**src/design/bchd_pkg.sv**
```systemverilog
package bchd_pkg;

  localparam int BUTTONS_DEFAULT = 4;
  localparam int BIDX_W          = 4;
  localparam int CFG_IDX_W       = 3;
  localparam int CFG_DATA_W      = 16;
  localparam int MAX_REPORTS     = 8;
  localparam int RPT_CNT_W       = 4;
  localparam int HOLD_STEP_DIV   = 5;

  // 16-bit x / 5 == (x * 0xCCCD) >> 18 for every 16-bit x
  localparam logic [31:0] DIV5_RECIP = 32'h0000_CCCD;
  localparam int          DIV5_SHIFT = 18;

  localparam logic OP_SAMPLE = 1'b0;
  localparam logic OP_TICK   = 1'b1;

  localparam logic PRESS_LEVEL_RST = 1'b0;

  typedef enum logic [CFG_IDX_W-1:0] {
    CFG_DEBOUNCE_SAMPLES   = 3'd0,
    CFG_PRESS_LEVEL        = 3'd1,
    CFG_HOLD_PERIOD_TICKS  = 3'd2,
    CFG_RELEASE_WAIT_TICKS = 3'd3,
    CFG_CLICK_CODE_LIMIT   = 3'd4,
    CFG_HOLD_CODE_LIMIT    = 3'd5,
    CFG_UNKNOWN_CODE       = 3'd6
  } cfg_index_t;

  typedef enum logic [1:0] {
    KIND_HOLD_PROGRESS = 2'd0,
    KIND_CLICK_COUNT   = 2'd1,
    KIND_HOLD_CODE     = 2'd2
  } report_kind_t;

  typedef enum logic [1:0] {
    ST_IDLE,
    ST_READ,
    ST_MODIFY,
    ST_FLUSH
  } ctrl_state_t;

  typedef enum logic [1:0] {
    PASS_SAMPLE,
    PASS_HOLD,
    PASS_RELEASE
  } pass_t;

  typedef struct packed {
    logic        stable_level;
    logic        previous_sample;
    logic [7:0]  equal_run;
    logic [7:0]  click_count;
    logic [15:0] hold_steps;
    logic        is_pressed;
    logic        is_released;
    logic        is_holding;
  } btn_state_t;

  localparam btn_state_t ENTRY_RESET = '{
    stable_level:    ~PRESS_LEVEL_RST,
    previous_sample: ~PRESS_LEVEL_RST,
    equal_run:       8'd0,
    click_count:     8'd0,
    hold_steps:      16'd0,
    is_pressed:      1'b0,
    is_released:     1'b0,
    is_holding:      1'b0
  };

  typedef struct packed {
    logic              push;
    logic              flush;
    logic [BIDX_W-1:0] button;
    report_kind_t      kind;
    logic [7:0]        code;
  } rpt_req_t;

  function automatic logic [13:0] div5(input logic [15:0] x);
    logic [31:0] p;
    p = {16'd0, x} * DIV5_RECIP;
    return p[DIV5_SHIFT +: 14];
  endfunction

  function automatic logic [15:0] at_least_one(input logic [15:0] v);
    return (v == 16'd0) ? 16'd1 : v;
  endfunction

endpackage

```
**src/design/bchd_if.sv**
```systemverilog
interface bchd_item_if;
  logic       valid;
  logic       ready;
  logic       op;
  logic [3:0] button_index;
  logic       pin_level;

  modport source (output valid, output op, output button_index, output pin_level,
                  input ready);
  modport sink   (input valid, input op, input button_index, input pin_level,
                  output ready);
endinterface

interface bchd_report_if;
  logic       valid;
  logic       ready;
  logic [3:0] button_index_res;
  logic [1:0] report_kind;
  logic [7:0] report_code;
  logic       last;

  modport source (output valid, output button_index_res, output report_kind,
                  output report_code, output last, input ready);
  modport sink   (input valid, input button_index_res, input report_kind,
                  input report_code, input last, output ready);
endinterface

```
**src/design/bchd_ram.sv**
```systemverilog
module bchd_ram #(
  parameter int WIDTH = 8,
  parameter int DEPTH = 4,
  localparam int AW = (DEPTH > 1) ? $clog2(DEPTH) : 1
) (
  input  logic             clk,
  input  logic             we,
  input  logic [AW-1:0]    waddr,
  input  logic [WIDTH-1:0] wdata,
  input  logic             re,
  input  logic [AW-1:0]    raddr,
  output logic [WIDTH-1:0] rdata
);

  logic [WIDTH-1:0] mem [DEPTH];

  always_ff @(posedge clk) begin
    if (we) begin
      mem[waddr] <= wdata;
    end
    if (re) begin
      rdata <= mem[raddr];
    end
  end

endmodule

```
**src/design/bchd_rpt.sv**
```systemverilog
module bchd_rpt (
  input  logic                clk,
  input  logic                rst,
  input  bchd_pkg::rpt_req_t  req,
  output logic                ready,
  bchd_report_if.source       reports
);

  logic                        pend_valid;
  logic [bchd_pkg::BIDX_W-1:0] pend_button;
  bchd_pkg::report_kind_t      pend_kind;
  logic [7:0]                  pend_code;
  logic                        out_free;
  logic                        load_out;

  assign out_free = !reports.valid || reports.ready;
  assign ready    = !pend_valid || out_free;
  // the held report moves out once its successor or the end of the item is known
  assign load_out = pend_valid && ready && (req.push || req.flush);

  always_ff @(posedge clk) begin
    if (rst) begin
      pend_valid    <= 1'b0;
      reports.valid <= 1'b0;
    end else begin
      if (load_out) begin
        reports.valid <= 1'b1;
      end else if (reports.ready) begin
        reports.valid <= 1'b0;
      end
      if (req.push && ready) begin
        pend_valid <= 1'b1;
      end else if (req.flush && ready) begin
        pend_valid <= 1'b0;
      end
    end
  end

  always_ff @(posedge clk) begin
    if (load_out) begin
      reports.button_index_res <= pend_button;
      reports.report_kind      <= pend_kind;
      reports.report_code      <= pend_code;
      reports.last             <= req.flush;
    end
    if (req.push && ready) begin
      pend_button <= req.button;
      pend_kind   <= req.kind;
      pend_code   <= req.code;
    end
  end

endmodule

```
**src/design/bchd_ctrl.sv**
```systemverilog
module bchd_ctrl #(
  parameter int BUTTONS = bchd_pkg::BUTTONS_DEFAULT
) (
  input  logic                            clk,
  input  logic                            rst,
  input  logic                            wr_en,
  input  logic [bchd_pkg::CFG_IDX_W-1:0]  wr_index,
  input  logic [bchd_pkg::CFG_DATA_W-1:0] wr_data,
  bchd_item_if.sink                       items,
  output bchd_pkg::rpt_req_t              req,
  input  logic                            rpt_ready
);

  localparam int AW = (BUTTONS > 1) ? $clog2(BUTTONS) : 1;
  localparam int SW = $bits(bchd_pkg::btn_state_t);

  // configuration
  logic [7:0]  debounce_samples;
  logic        press_level;
  logic [15:0] hold_period_ticks;
  logic [15:0] release_wait_ticks;
  logic [7:0]  click_code_limit;
  logic [7:0]  hold_code_limit;
  logic [7:0]  unknown_code;

  // shared timers
  logic [15:0] hold_timer;
  logic        hold_timer_on;
  logic [15:0] release_timer;
  logic        release_timer_on;

  bchd_pkg::ctrl_state_t state, state_next;
  bchd_pkg::pass_t       pass;
  logic [AW-1:0]                  btn;
  logic                           level;
  logic                           any_pressed;
  logic                           fire_rel_q;
  logic [bchd_pkg::RPT_CNT_W-1:0] rpt_cnt;
  logic [BUTTONS-1:0]             written;
  logic                           rd_valid;

  logic [SW-1:0]          ram_q;
  bchd_pkg::btn_state_t   cur, nxt;

  logic        item_fire;
  logic        is_tick;
  logic        in_range;
  logic [15:0] hold_dec;
  logic [15:0] rel_dec;
  logic        fire_hold;
  logic        fire_rel;
  logic        last_btn;

  logic [15:0] hs_inc;
  logic [15:0] div_in;
  logic [13:0] quot;
  logic        rem_zero;
  logic [14:0] code_sum;
  logic [7:0]  run_n;
  logic        accept_lvl;

  logic                   rep_gen;
  bchd_pkg::report_kind_t rep_kind;
  logic [7:0]             rep_code;
  logic                   press_evt;
  logic                   release_evt;
  logic                   any_next;
  logic                   emit;
  logic                   stall;
  logic                   step;

  assign items.ready = (state == bchd_pkg::ST_IDLE);
  assign item_fire   = items.valid && items.ready;
  assign is_tick     = (items.op == bchd_pkg::OP_TICK);
  assign in_range    = {1'b0, items.button_index} < 5'(BUTTONS);

  assign hold_dec  = (hold_timer != 16'd0) ? hold_timer - 16'd1 : 16'd0;
  assign rel_dec   = (release_timer != 16'd0) ? release_timer - 16'd1 : 16'd0;
  assign fire_hold = hold_timer_on && (hold_dec == 16'd0);
  assign fire_rel  = release_timer_on && (rel_dec == 16'd0);
  assign last_btn  = (btn == AW'(BUTTONS - 1));

  assign cur = rd_valid ? bchd_pkg::btn_state_t'(ram_q) : bchd_pkg::ENTRY_RESET;

  assign hs_inc   = (cur.hold_steps != 16'hFFFF) ? cur.hold_steps + 16'd1 : cur.hold_steps;
  assign div_in   = (pass == bchd_pkg::PASS_HOLD) ? hs_inc : cur.hold_steps;
  assign quot     = bchd_pkg::div5(div_in);
  assign rem_zero = (div_in == ({quot, 2'b00} + {2'b00, quot}));
  assign code_sum = {1'b0, quot} + {7'd0, click_code_limit};

  assign run_n = (level == cur.previous_sample)
                 ? ((cur.equal_run != 8'hFF) ? cur.equal_run + 8'd1 : cur.equal_run)
                 : 8'd1;
  assign accept_lvl = (run_n >= debounce_samples) && (level != cur.stable_level);

  always_comb begin
    nxt         = cur;
    rep_gen     = 1'b0;
    rep_kind    = bchd_pkg::KIND_HOLD_PROGRESS;
    rep_code    = 8'd0;
    press_evt   = 1'b0;
    release_evt = 1'b0;
    any_next    = any_pressed;
    case (pass)
      bchd_pkg::PASS_SAMPLE: begin
        nxt.equal_run       = run_n;
        nxt.previous_sample = level;
        if (accept_lvl) begin
          nxt.stable_level = level;
          if (level == press_level) begin
            press_evt       = 1'b1;
            nxt.click_count = (cur.click_count != 8'hFF) ? cur.click_count + 8'd1
                                                         : cur.click_count;
            nxt.is_holding  = 1'b0;
            nxt.hold_steps  = 16'd0;
            nxt.is_pressed  = 1'b1;
            nxt.is_released = 1'b0;
          end else begin
            release_evt     = 1'b1;
            nxt.is_released = 1'b1;
            nxt.is_pressed  = 1'b0;
          end
        end
      end
      bchd_pkg::PASS_HOLD: begin
        if (cur.is_pressed) begin
          any_next       = 1'b1;
          nxt.hold_steps = hs_inc;
          if (hs_inc >= 16'(bchd_pkg::HOLD_STEP_DIV)) begin
            nxt.is_holding  = 1'b1;
            nxt.click_count = 8'd0;
          end
          if (rem_zero) begin
            rep_gen  = 1'b1;
            rep_kind = bchd_pkg::KIND_HOLD_PROGRESS;
            rep_code = (code_sum > 15'd255) ? 8'hFF : code_sum[7:0];
          end
        end
      end
      bchd_pkg::PASS_RELEASE: begin
        if (cur.is_released) begin
          rep_gen = 1'b1;
          if (!cur.is_holding) begin
            rep_kind = bchd_pkg::KIND_CLICK_COUNT;
            rep_code = (cur.click_count >= click_code_limit) ? unknown_code
                                                             : cur.click_count;
          end else begin
            rep_kind = bchd_pkg::KIND_HOLD_CODE;
            rep_code = (code_sum >= {7'd0, hold_code_limit}) ? unknown_code
                                                             : code_sum[7:0];
          end
          nxt.hold_steps  = 16'd0;
          nxt.click_count = 8'd0;
          nxt.is_pressed  = 1'b0;
          nxt.is_released = 1'b0;
          nxt.is_holding  = 1'b0;
        end
      end
      default: begin
      end
    endcase
  end

  // reports past the per-item limit are dropped
  assign emit  = rep_gen && (rpt_cnt < bchd_pkg::RPT_CNT_W'(bchd_pkg::MAX_REPORTS));
  assign stall = emit && !rpt_ready;
  assign step  = (state == bchd_pkg::ST_MODIFY) && !stall;

  assign req.push   = step && emit;
  assign req.flush  = (state == bchd_pkg::ST_FLUSH) && rpt_ready;
  assign req.button = bchd_pkg::BIDX_W'(btn);
  assign req.kind   = rep_kind;
  assign req.code   = rep_code;

  always_comb begin
    state_next = state;
    case (state)
      bchd_pkg::ST_IDLE: begin
        if (item_fire) begin
          if (!is_tick) begin
            state_next = in_range ? bchd_pkg::ST_READ : bchd_pkg::ST_IDLE;
          end else begin
            state_next = (fire_hold || fire_rel) ? bchd_pkg::ST_READ : bchd_pkg::ST_IDLE;
          end
        end
      end
      bchd_pkg::ST_READ: begin
        state_next = bchd_pkg::ST_MODIFY;
      end
      bchd_pkg::ST_MODIFY: begin
        if (step) begin
          case (pass)
            bchd_pkg::PASS_SAMPLE:  state_next = bchd_pkg::ST_IDLE;
            bchd_pkg::PASS_HOLD: begin
              if (last_btn && !fire_rel_q) begin
                state_next = bchd_pkg::ST_FLUSH;
              end else begin
                state_next = bchd_pkg::ST_READ;
              end
            end
            bchd_pkg::PASS_RELEASE: begin
              state_next = last_btn ? bchd_pkg::ST_FLUSH : bchd_pkg::ST_READ;
            end
            default: state_next = bchd_pkg::ST_IDLE;
          endcase
        end
      end
      bchd_pkg::ST_FLUSH: begin
        if (rpt_ready) begin
          state_next = bchd_pkg::ST_IDLE;
        end
      end
      default: state_next = bchd_pkg::ST_IDLE;
    endcase
  end

  always_ff @(posedge clk) begin
    if (rst) begin
      state <= bchd_pkg::ST_IDLE;
    end else begin
      state <= state_next;
    end
  end

  always_ff @(posedge clk) begin
    if (rst) begin
      debounce_samples   <= 8'd4;
      press_level        <= bchd_pkg::PRESS_LEVEL_RST;
      hold_period_ticks  <= 16'd200;
      release_wait_ticks <= 16'd500;
      click_code_limit   <= 8'd6;
      hold_code_limit    <= 8'd12;
      unknown_code       <= 8'd255;
    end else if (wr_en) begin
      case (wr_index)
        bchd_pkg::CFG_DEBOUNCE_SAMPLES:   debounce_samples   <= wr_data[7:0];
        bchd_pkg::CFG_PRESS_LEVEL:        press_level        <= wr_data[0];
        bchd_pkg::CFG_HOLD_PERIOD_TICKS:  hold_period_ticks  <= wr_data;
        bchd_pkg::CFG_RELEASE_WAIT_TICKS: release_wait_ticks <= wr_data;
        bchd_pkg::CFG_CLICK_CODE_LIMIT:   click_code_limit   <= wr_data[7:0];
        bchd_pkg::CFG_HOLD_CODE_LIMIT:    hold_code_limit    <= wr_data[7:0];
        bchd_pkg::CFG_UNKNOWN_CODE:       unknown_code       <= wr_data[7:0];
        default: begin
        end
      endcase
    end
  end

  always_ff @(posedge clk) begin
    if (rst) begin
      hold_timer       <= 16'd0;
      hold_timer_on    <= 1'b0;
      release_timer    <= 16'd0;
      release_timer_on <= 1'b0;
      pass             <= bchd_pkg::PASS_SAMPLE;
      btn              <= '0;
      any_pressed      <= 1'b0;
      fire_rel_q       <= 1'b0;
      rpt_cnt          <= '0;
      written          <= '0;
      rd_valid         <= 1'b0;
    end else begin
      if (item_fire) begin
        if (!is_tick) begin
          btn  <= items.button_index[AW-1:0];
          pass <= bchd_pkg::PASS_SAMPLE;
        end else begin
          btn         <= '0;
          rpt_cnt     <= '0;
          any_pressed <= 1'b0;
          fire_rel_q  <= fire_rel;
          pass        <= fire_hold ? bchd_pkg::PASS_HOLD : bchd_pkg::PASS_RELEASE;
          if (hold_timer_on) begin
            hold_timer <= hold_dec;
          end
          if (release_timer_on) begin
            if (fire_rel) begin
              release_timer    <= 16'd0;
              release_timer_on <= 1'b0;
            end else begin
              release_timer <= rel_dec;
            end
          end
        end
      end

      if (state == bchd_pkg::ST_READ) begin
        rd_valid <= written[btn];
      end

      if (step) begin
        written[btn] <= 1'b1;
        if (emit) begin
          rpt_cnt <= rpt_cnt + bchd_pkg::RPT_CNT_W'(1);
        end
        case (pass)
          bchd_pkg::PASS_SAMPLE: begin
            if (press_evt) begin
              hold_timer    <= 16'd1;
              hold_timer_on <= 1'b1;
            end
            if (release_evt) begin
              release_timer    <= bchd_pkg::at_least_one(release_wait_ticks);
              release_timer_on <= 1'b1;
            end
          end
          bchd_pkg::PASS_HOLD: begin
            any_pressed <= any_next;
            if (last_btn) begin
              // rearm while anything is held, stop otherwise
              hold_timer    <= any_next ? bchd_pkg::at_least_one(hold_period_ticks) : 16'd0;
              hold_timer_on <= any_next;
              pass          <= bchd_pkg::PASS_RELEASE;
              btn           <= '0;
            end else begin
              btn <= btn + AW'(1);
            end
          end
          bchd_pkg::PASS_RELEASE: begin
            if (!last_btn) begin
              btn <= btn + AW'(1);
            end
          end
          default: begin
          end
        endcase
      end
    end
  end

  always_ff @(posedge clk) begin
    if (item_fire) begin
      level <= items.pin_level;
    end
  end

  bchd_ram #(
    .WIDTH (SW),
    .DEPTH (BUTTONS)
  ) u_state_ram (
    .clk   (clk),
    .we    (step),
    .waddr (btn),
    .wdata (nxt),
    .re    (state == bchd_pkg::ST_READ),
    .raddr (btn),
    .rdata (ram_q)
  );

endmodule

```
**src/design/button_click_and_hold_detector.sv**
```systemverilog
// A pin sample passes through accept, state read and write back, and gives no report.
// A tick is accepted; each timer that fires makes a pass over all buttons (hold pass, then
// release pass over the per-button state memory), and then the last report is marked.
// Reset: configuration takes its default values, timers stop, and per-button valid bits
// clear so that every button reads its reset state; no clearing pass is needed.
module button_click_and_hold_detector #(
  parameter int BUTTONS = bchd_pkg::BUTTONS_DEFAULT
) (
  input  logic                            clk,
  input  logic                            rst,
  input  logic                            wr_en,
  input  logic [bchd_pkg::CFG_IDX_W-1:0]  wr_index,
  input  logic [bchd_pkg::CFG_DATA_W-1:0] wr_data,
  bchd_item_if.sink                       items,
  bchd_report_if.source                   reports
);

  bchd_pkg::rpt_req_t rpt_req;
  logic               rpt_ready;

  bchd_ctrl #(
    .BUTTONS (BUTTONS)
  ) u_ctrl (
    .clk       (clk),
    .rst       (rst),
    .wr_en     (wr_en),
    .wr_index  (wr_index),
    .wr_data   (wr_data),
    .items     (items),
    .req       (rpt_req),
    .rpt_ready (rpt_ready)
  );

  bchd_rpt u_rpt (
    .clk     (clk),
    .rst     (rst),
    .req     (rpt_req),
    .ready   (rpt_ready),
    .reports (reports)
  );

endmodule

```
**src/flat_wrapper.sv**
```systemverilog
// flat-port wrapper written by rule: the top's interface ports become plain ports
module button_click_and_hold_detector_flat 
#(
  parameter int BUTTONS = bchd_pkg::BUTTONS_DEFAULT
)
  (clk, rst, wr_en, wr_index, wr_data, items_valid, items_op, items_button_index, items_pin_level, items_ready, reports_valid, reports_button_index_res, reports_report_kind, reports_report_code, reports_last, reports_ready);
  bchd_item_if items_i ();
  bchd_report_if reports_i ();
  input  logic clk;
  input  logic rst;
  input  logic wr_en;
  input  logic [bchd_pkg::CFG_IDX_W-1:0] wr_index;
  input  logic [bchd_pkg::CFG_DATA_W-1:0] wr_data;
  input wire logic [$bits(items_i.valid)-1:0] items_valid;
  input wire logic [$bits(items_i.op)-1:0] items_op;
  input wire logic [$bits(items_i.button_index)-1:0] items_button_index;
  input wire logic [$bits(items_i.pin_level)-1:0] items_pin_level;
  output wire logic [$bits(items_i.ready)-1:0] items_ready;
  output wire logic [$bits(reports_i.valid)-1:0] reports_valid;
  output wire logic [$bits(reports_i.button_index_res)-1:0] reports_button_index_res;
  output wire logic [$bits(reports_i.report_kind)-1:0] reports_report_kind;
  output wire logic [$bits(reports_i.report_code)-1:0] reports_report_code;
  output wire logic [$bits(reports_i.last)-1:0] reports_last;
  input wire logic [$bits(reports_i.ready)-1:0] reports_ready;
  assign items_i.valid = items_valid;
  assign items_i.op = items_op;
  assign items_i.button_index = items_button_index;
  assign items_i.pin_level = items_pin_level;
  assign items_ready = items_i.ready;
  assign reports_valid = reports_i.valid;
  assign reports_button_index_res = reports_i.button_index_res;
  assign reports_report_kind = reports_i.report_kind;
  assign reports_report_code = reports_i.report_code;
  assign reports_last = reports_i.last;
  assign reports_i.ready = reports_ready;
  button_click_and_hold_detector #(.BUTTONS(BUTTONS)) u_core (.clk(clk), .rst(rst), .wr_en(wr_en), .wr_index(wr_index), .wr_data(wr_data), .items(items_i), .reports(reports_i));
endmodule
```
**config.mk**
```make
export PLATFORM = sky130hd
export DESIGN_NAME = button_click_and_hold_detector_flat
export DESIGN_NICKNAME = d
export VERILOG_FILES = /design/src/design/bchd_pkg.sv /design/src/design/bchd_if.sv /design/src/design/bchd_ram.sv /design/src/design/bchd_rpt.sv /design/src/design/bchd_ctrl.sv /design/src/design/button_click_and_hold_detector.sv /design/src/flat_wrapper.sv
export SDC_FILE = /design/constraint.sdc
export NUM_CORES = 1
export LEC_CHECK = 0
export ABC_AREA = 1
export BUFFER_PORTS_ARGS = -buffer_cell sky130_fd_sc_hd__buf_2
export CORE_ASPECT_RATIO = 0.7
export CORE_MARGIN = 4
export CORE_UTILIZATION = 50
export CTS_BUF_LIST = sky130_fd_sc_hd__clkbuf_8
export DETAILED_ROUTE_END_ITERATION = 10
export GPL_TIMING_DRIVEN = 0
export PLACE_DENSITY = 0.78
export RECOVER_POWER = 50
export REMOVE_ABC_BUFFERS = 1
export SETUP_SLACK_MARGIN = 0.02
export SLEW_MARGIN = 20
export SYNTH_ARGS = -nofsm -noshare
export SYNTH_HDL_FRONTEND = slang
export SYNTH_HIERARCHICAL = 1
export SYNTH_SLANG_ARGS = --single-unit
```
**constraint.sdc**
```tcl
create_clock -name clk -period 11.58 [get_ports clk]
set_clock_uncertainty 0.2 [all_clocks]
set_input_delay 3.474 -clock clk [delete_from_list [all_inputs] [get_ports clk]]
set_output_delay 3.474 -clock clk [all_outputs]
set_load 0.05 [all_outputs]
```
==> qor.csv <==
metric,value,unit
r2r-end,u_core/u_ctrl/u_state_ram/mem[0][10],
required,11730,ps
slowest_delay,540,ps
synth_area_leaders,"edfxtp_1, nand2_1, dfxtp_1, ha_1, inv_1",
power_density,113,nW/um2
relSlewSlack,-106,%
fp.dieH,190,um
report.final.slew_viol_count,251,
dieArea,50800,um2
clockBufferDepth,3,
synth_top_family_by_area,simple AND/OR/NAND/NOR gates,
wl_per_cell,16.8,um
synth.most_common_cell,nand2_1,
r2r_cells,54,
netlist_area,23600,um2
p_int,2.04,mW
clk_pin_slew,70,ps
grt_pass1_vias,18965,
dieWidth,268,um
holdBufCountCts,0,
synth-warning-count,6,
drive_gt1_share,8.75,%
fmax,0.0901,GHz
vias_per_cell,5.47,
area_delta_synth_final,10.5,%
hold_violations,0,
route.antenna.remaining_nets,0,
antenna_found_initial,0,
cp_common_cell,nand2_1,
cap_violations,6,
core_area,46600,um2
min_period,11100,ps
root_buffer,clkbuf_8,
synthFlopType,edfxtp_1,
synth_cell_types,56,
final_area,26100,um2
initial_core_util,50.7,%
syn_inst,3000,
cts_inserted_buffers,50,
io_buffers,46,
cts_tree,built,
syn_avg_cell_area,7.87,um2
reg2reg_from,u_core/u_ctrl/rd_valid,
min_path_type,reg2reg,
stdcell_count,3719,
first_pass_iters,6,
endpoint_kind,flop,
seqPwrFrac,44.4,%
yosys.area_share.simple,21.1,%
vias,20325,
place_hpwl,45000,um
synth-compound-area-share,11.2,%
placed_area,24500,um2
clock_latency,620,ps
final_nets,3358,
grt_usage,23.9,%
cp.arrival,11240,ps
synth_top_area_share,27.3,%
whs_path_depth,0,
power_leakage,12.6,nW
violations,"capacitance limit, slew limit",
crit_path_top_delay_cell,fa_1,
synthMuxAreaShare,0,%
diodes,0,
synth_fa_ha_area_share,16.4,%
hold-path-endpoint,u_core/u_rpt/reports.report_kind[1],
drt_wl_total,62400,um
hold_slack,222,ps
clkPwrFrac,35.0,%
tightest_slew,3090,ps
cp-start-kind,flop,
finalCritPeriodShare,95.8,%
switching_share,31.0,%
setup_viol,0,
dpl.cell_count,3600,
fp-row-count,66,
combPwrFrac,20.7,%
synth-edff-count,215,
critPathMaxFanout,29,
synthTopCellsByCount,"nand2_1, inv_1, edfxtp_1, o21ai_0, nor2_1",
synth_area_leader_cell,edfxtp_1,
cts.sinks,333,
synth-seq-area-share,37.3,%
synthArstFlopShare,0,%
grt_remaining_overflow,0,
grt_pass1_wl,98200,um
nFillCells,4168,
ioPinCount,47,
route.detailed.drc,0,
grt_max_degree,75,
critPathKind,reg2reg,
max-vdd-ir-drop,0.0976,mV
worst-r2r-setup-slack,480,ps
status,"finished, violations left",
p_switching,0.917,mW
ys_seq_elements,333,
drtIter0Drc,2318,
htree_levels,2,
place_congestion,0.960,
synth_xor_area_share,2.67,%
hold_path.startpoint,u_core/u_rpt/pend_kind[1],
## routing by layer
layer / vias up / global-route usage [%] / wire, um
li1: 9863 / - / -
met1: 9428 / 34.4 / 27600
met2: 912 / 36.5 / 26700
met3: 122 / 6.24 / 6680
met4: 0 / 5.27 / 1360
met5: - / 0 / 0
## cells by family after synthesis
logic type               after synthesis
AO/OA/AOI/OAI                        479
XOR/XNOR                              72
adder cells (fa/ha/maj)              263
buffers and inverters                683
flip-flops                           333
other                                  1
AND/OR/NAND/NOR                     1169
## critical path: cells and delay by family (launching register included)
family,cells,cell delay (ps)
fa+ha+maj,9,3710
xor+xnor,3,620
flops,1,390
simple gates,17,2020
buf+inv,13,1710
compound gates,12,2110
## sequential cells by signal (all words and copies together) (netlist names), 16 cells and up
signal and cells:
u_core/u_ctrl/release_timer 16, u_core/u_ctrl/release_wait_ticks 16, u_core/u_ctrl/u_state_ram/rdata 37, u_core/u_ctrl/u_state_ram/mem 148, u_core/u_ctrl/hold_period_ticks 16, u_core/u_ctrl/hold_timer 16
## cell usage in the layout (no fill, tap or decap), drive strengths merged, types with 6 or more instances in the layout
cell type / Yosys / final
a21oi: 176 / 176
buf: 38 / 67
clkbuf: 45 / 82
clkinv: 5 / 16
clkinvlp: 0 / 7
dfxtp: 118 / 118
edfxtp: 215 / 215
fa: 78 / 78
ha: 185 / 185
inv: 595 / 611
nand2: 669 / 671
nand3: 188 / 188
nand4: 42 / 42
nor2: 193 / 193
nor3: 47 / 47
nor4: 17 / 17
o211ai: 18 / 18
o21a: 9 / 9
o21ai: 214 / 214
o22ai: 20 / 20
o32ai: 7 / 7
or2: 6 / 6
xnor2: 16 / 16
xor2: 56 / 56
## worst max path at each step
stage / to / cells after the start / startpoint / slack (ps)
2_1_floorplan: u_core/u_ctrl/u_state_ram/mem[0][0] / 47 / u_core/u_ctrl/rd_valid / -1560
3_3_place_gp: u_core/u_ctrl/u_state_ram/mem[3][14] / 45 / u_core/u_ctrl/rd_valid / -6850
3_5_place_dp: u_core/u_ctrl/u_state_ram/mem[2][12] / 50 / u_core/u_ctrl/rd_valid / -2050
4_1_cts: u_core/u_ctrl/u_state_ram/mem[0][10] / 51 / u_core/u_ctrl/rd_valid / 30
5_1_grt: u_core/u_ctrl/u_state_ram/mem[0][14] / 60 / u_core/u_ctrl/rd_valid / -40
6_report: u_core/u_ctrl/u_state_ram/mem[0][10] / 54 / u_core/u_ctrl/rd_valid / 480
## final cells by class
type / instances / area (um2) / share of cell area (%)
inverter: 600 / 2290 / 8.77
multi-input combinational: 1987 / 12500 / 48.1
tap: 612 / 766 / 2.93
clock inverter: 37 / 293 / 1.12
sequential: 333 / 8830 / 33.8
clock buffer: 57 / 785 / 3.01
timing repair buffer: 92 / 592 / 2.27
timing repair inverter: 1 / 5.00 / 0.0192
## per-stage QoR
step | setup slack [ps] | TNS, ps | utilization, % | power, mW
after floorplan | -1560 | -231140 | - | 1.74
after global routing | -39.6 | -382 | 56.0 | 3.11
after global placement | -6850 | -1133400 | 52.0 | 1.89
final | 481 | 0 | 56.0 | 2.96
after detailed placement | -2050 | -314090 | 52.6 | 1.91
after CTS | 27.4 | 0 | 55.4 | 2.94
## power groups by stage
stage / Combinational, mW / Sequential, mW / Clock [mW]
floorplan: 0.411 / 1.33 / 0
global placement: 0.549 / 1.34 / 0
detailed placement: 0.572 / 1.34 / 0
CTS: 0.583 / 1.31 / 1.05
global route: 0.687 / 1.31 / 1.11
finish: 0.612 / 1.31 / 1.03
## repair_timing
item | in CTS | in global routing
pin swaps | 4 | 9
endpoints found under the setup margin | 231 | 225
gates cloned | 1 | 2
gates resized for setup | 26 | 64
buffers inserted | 9 | 15
(Power assumes the default switching activity.)
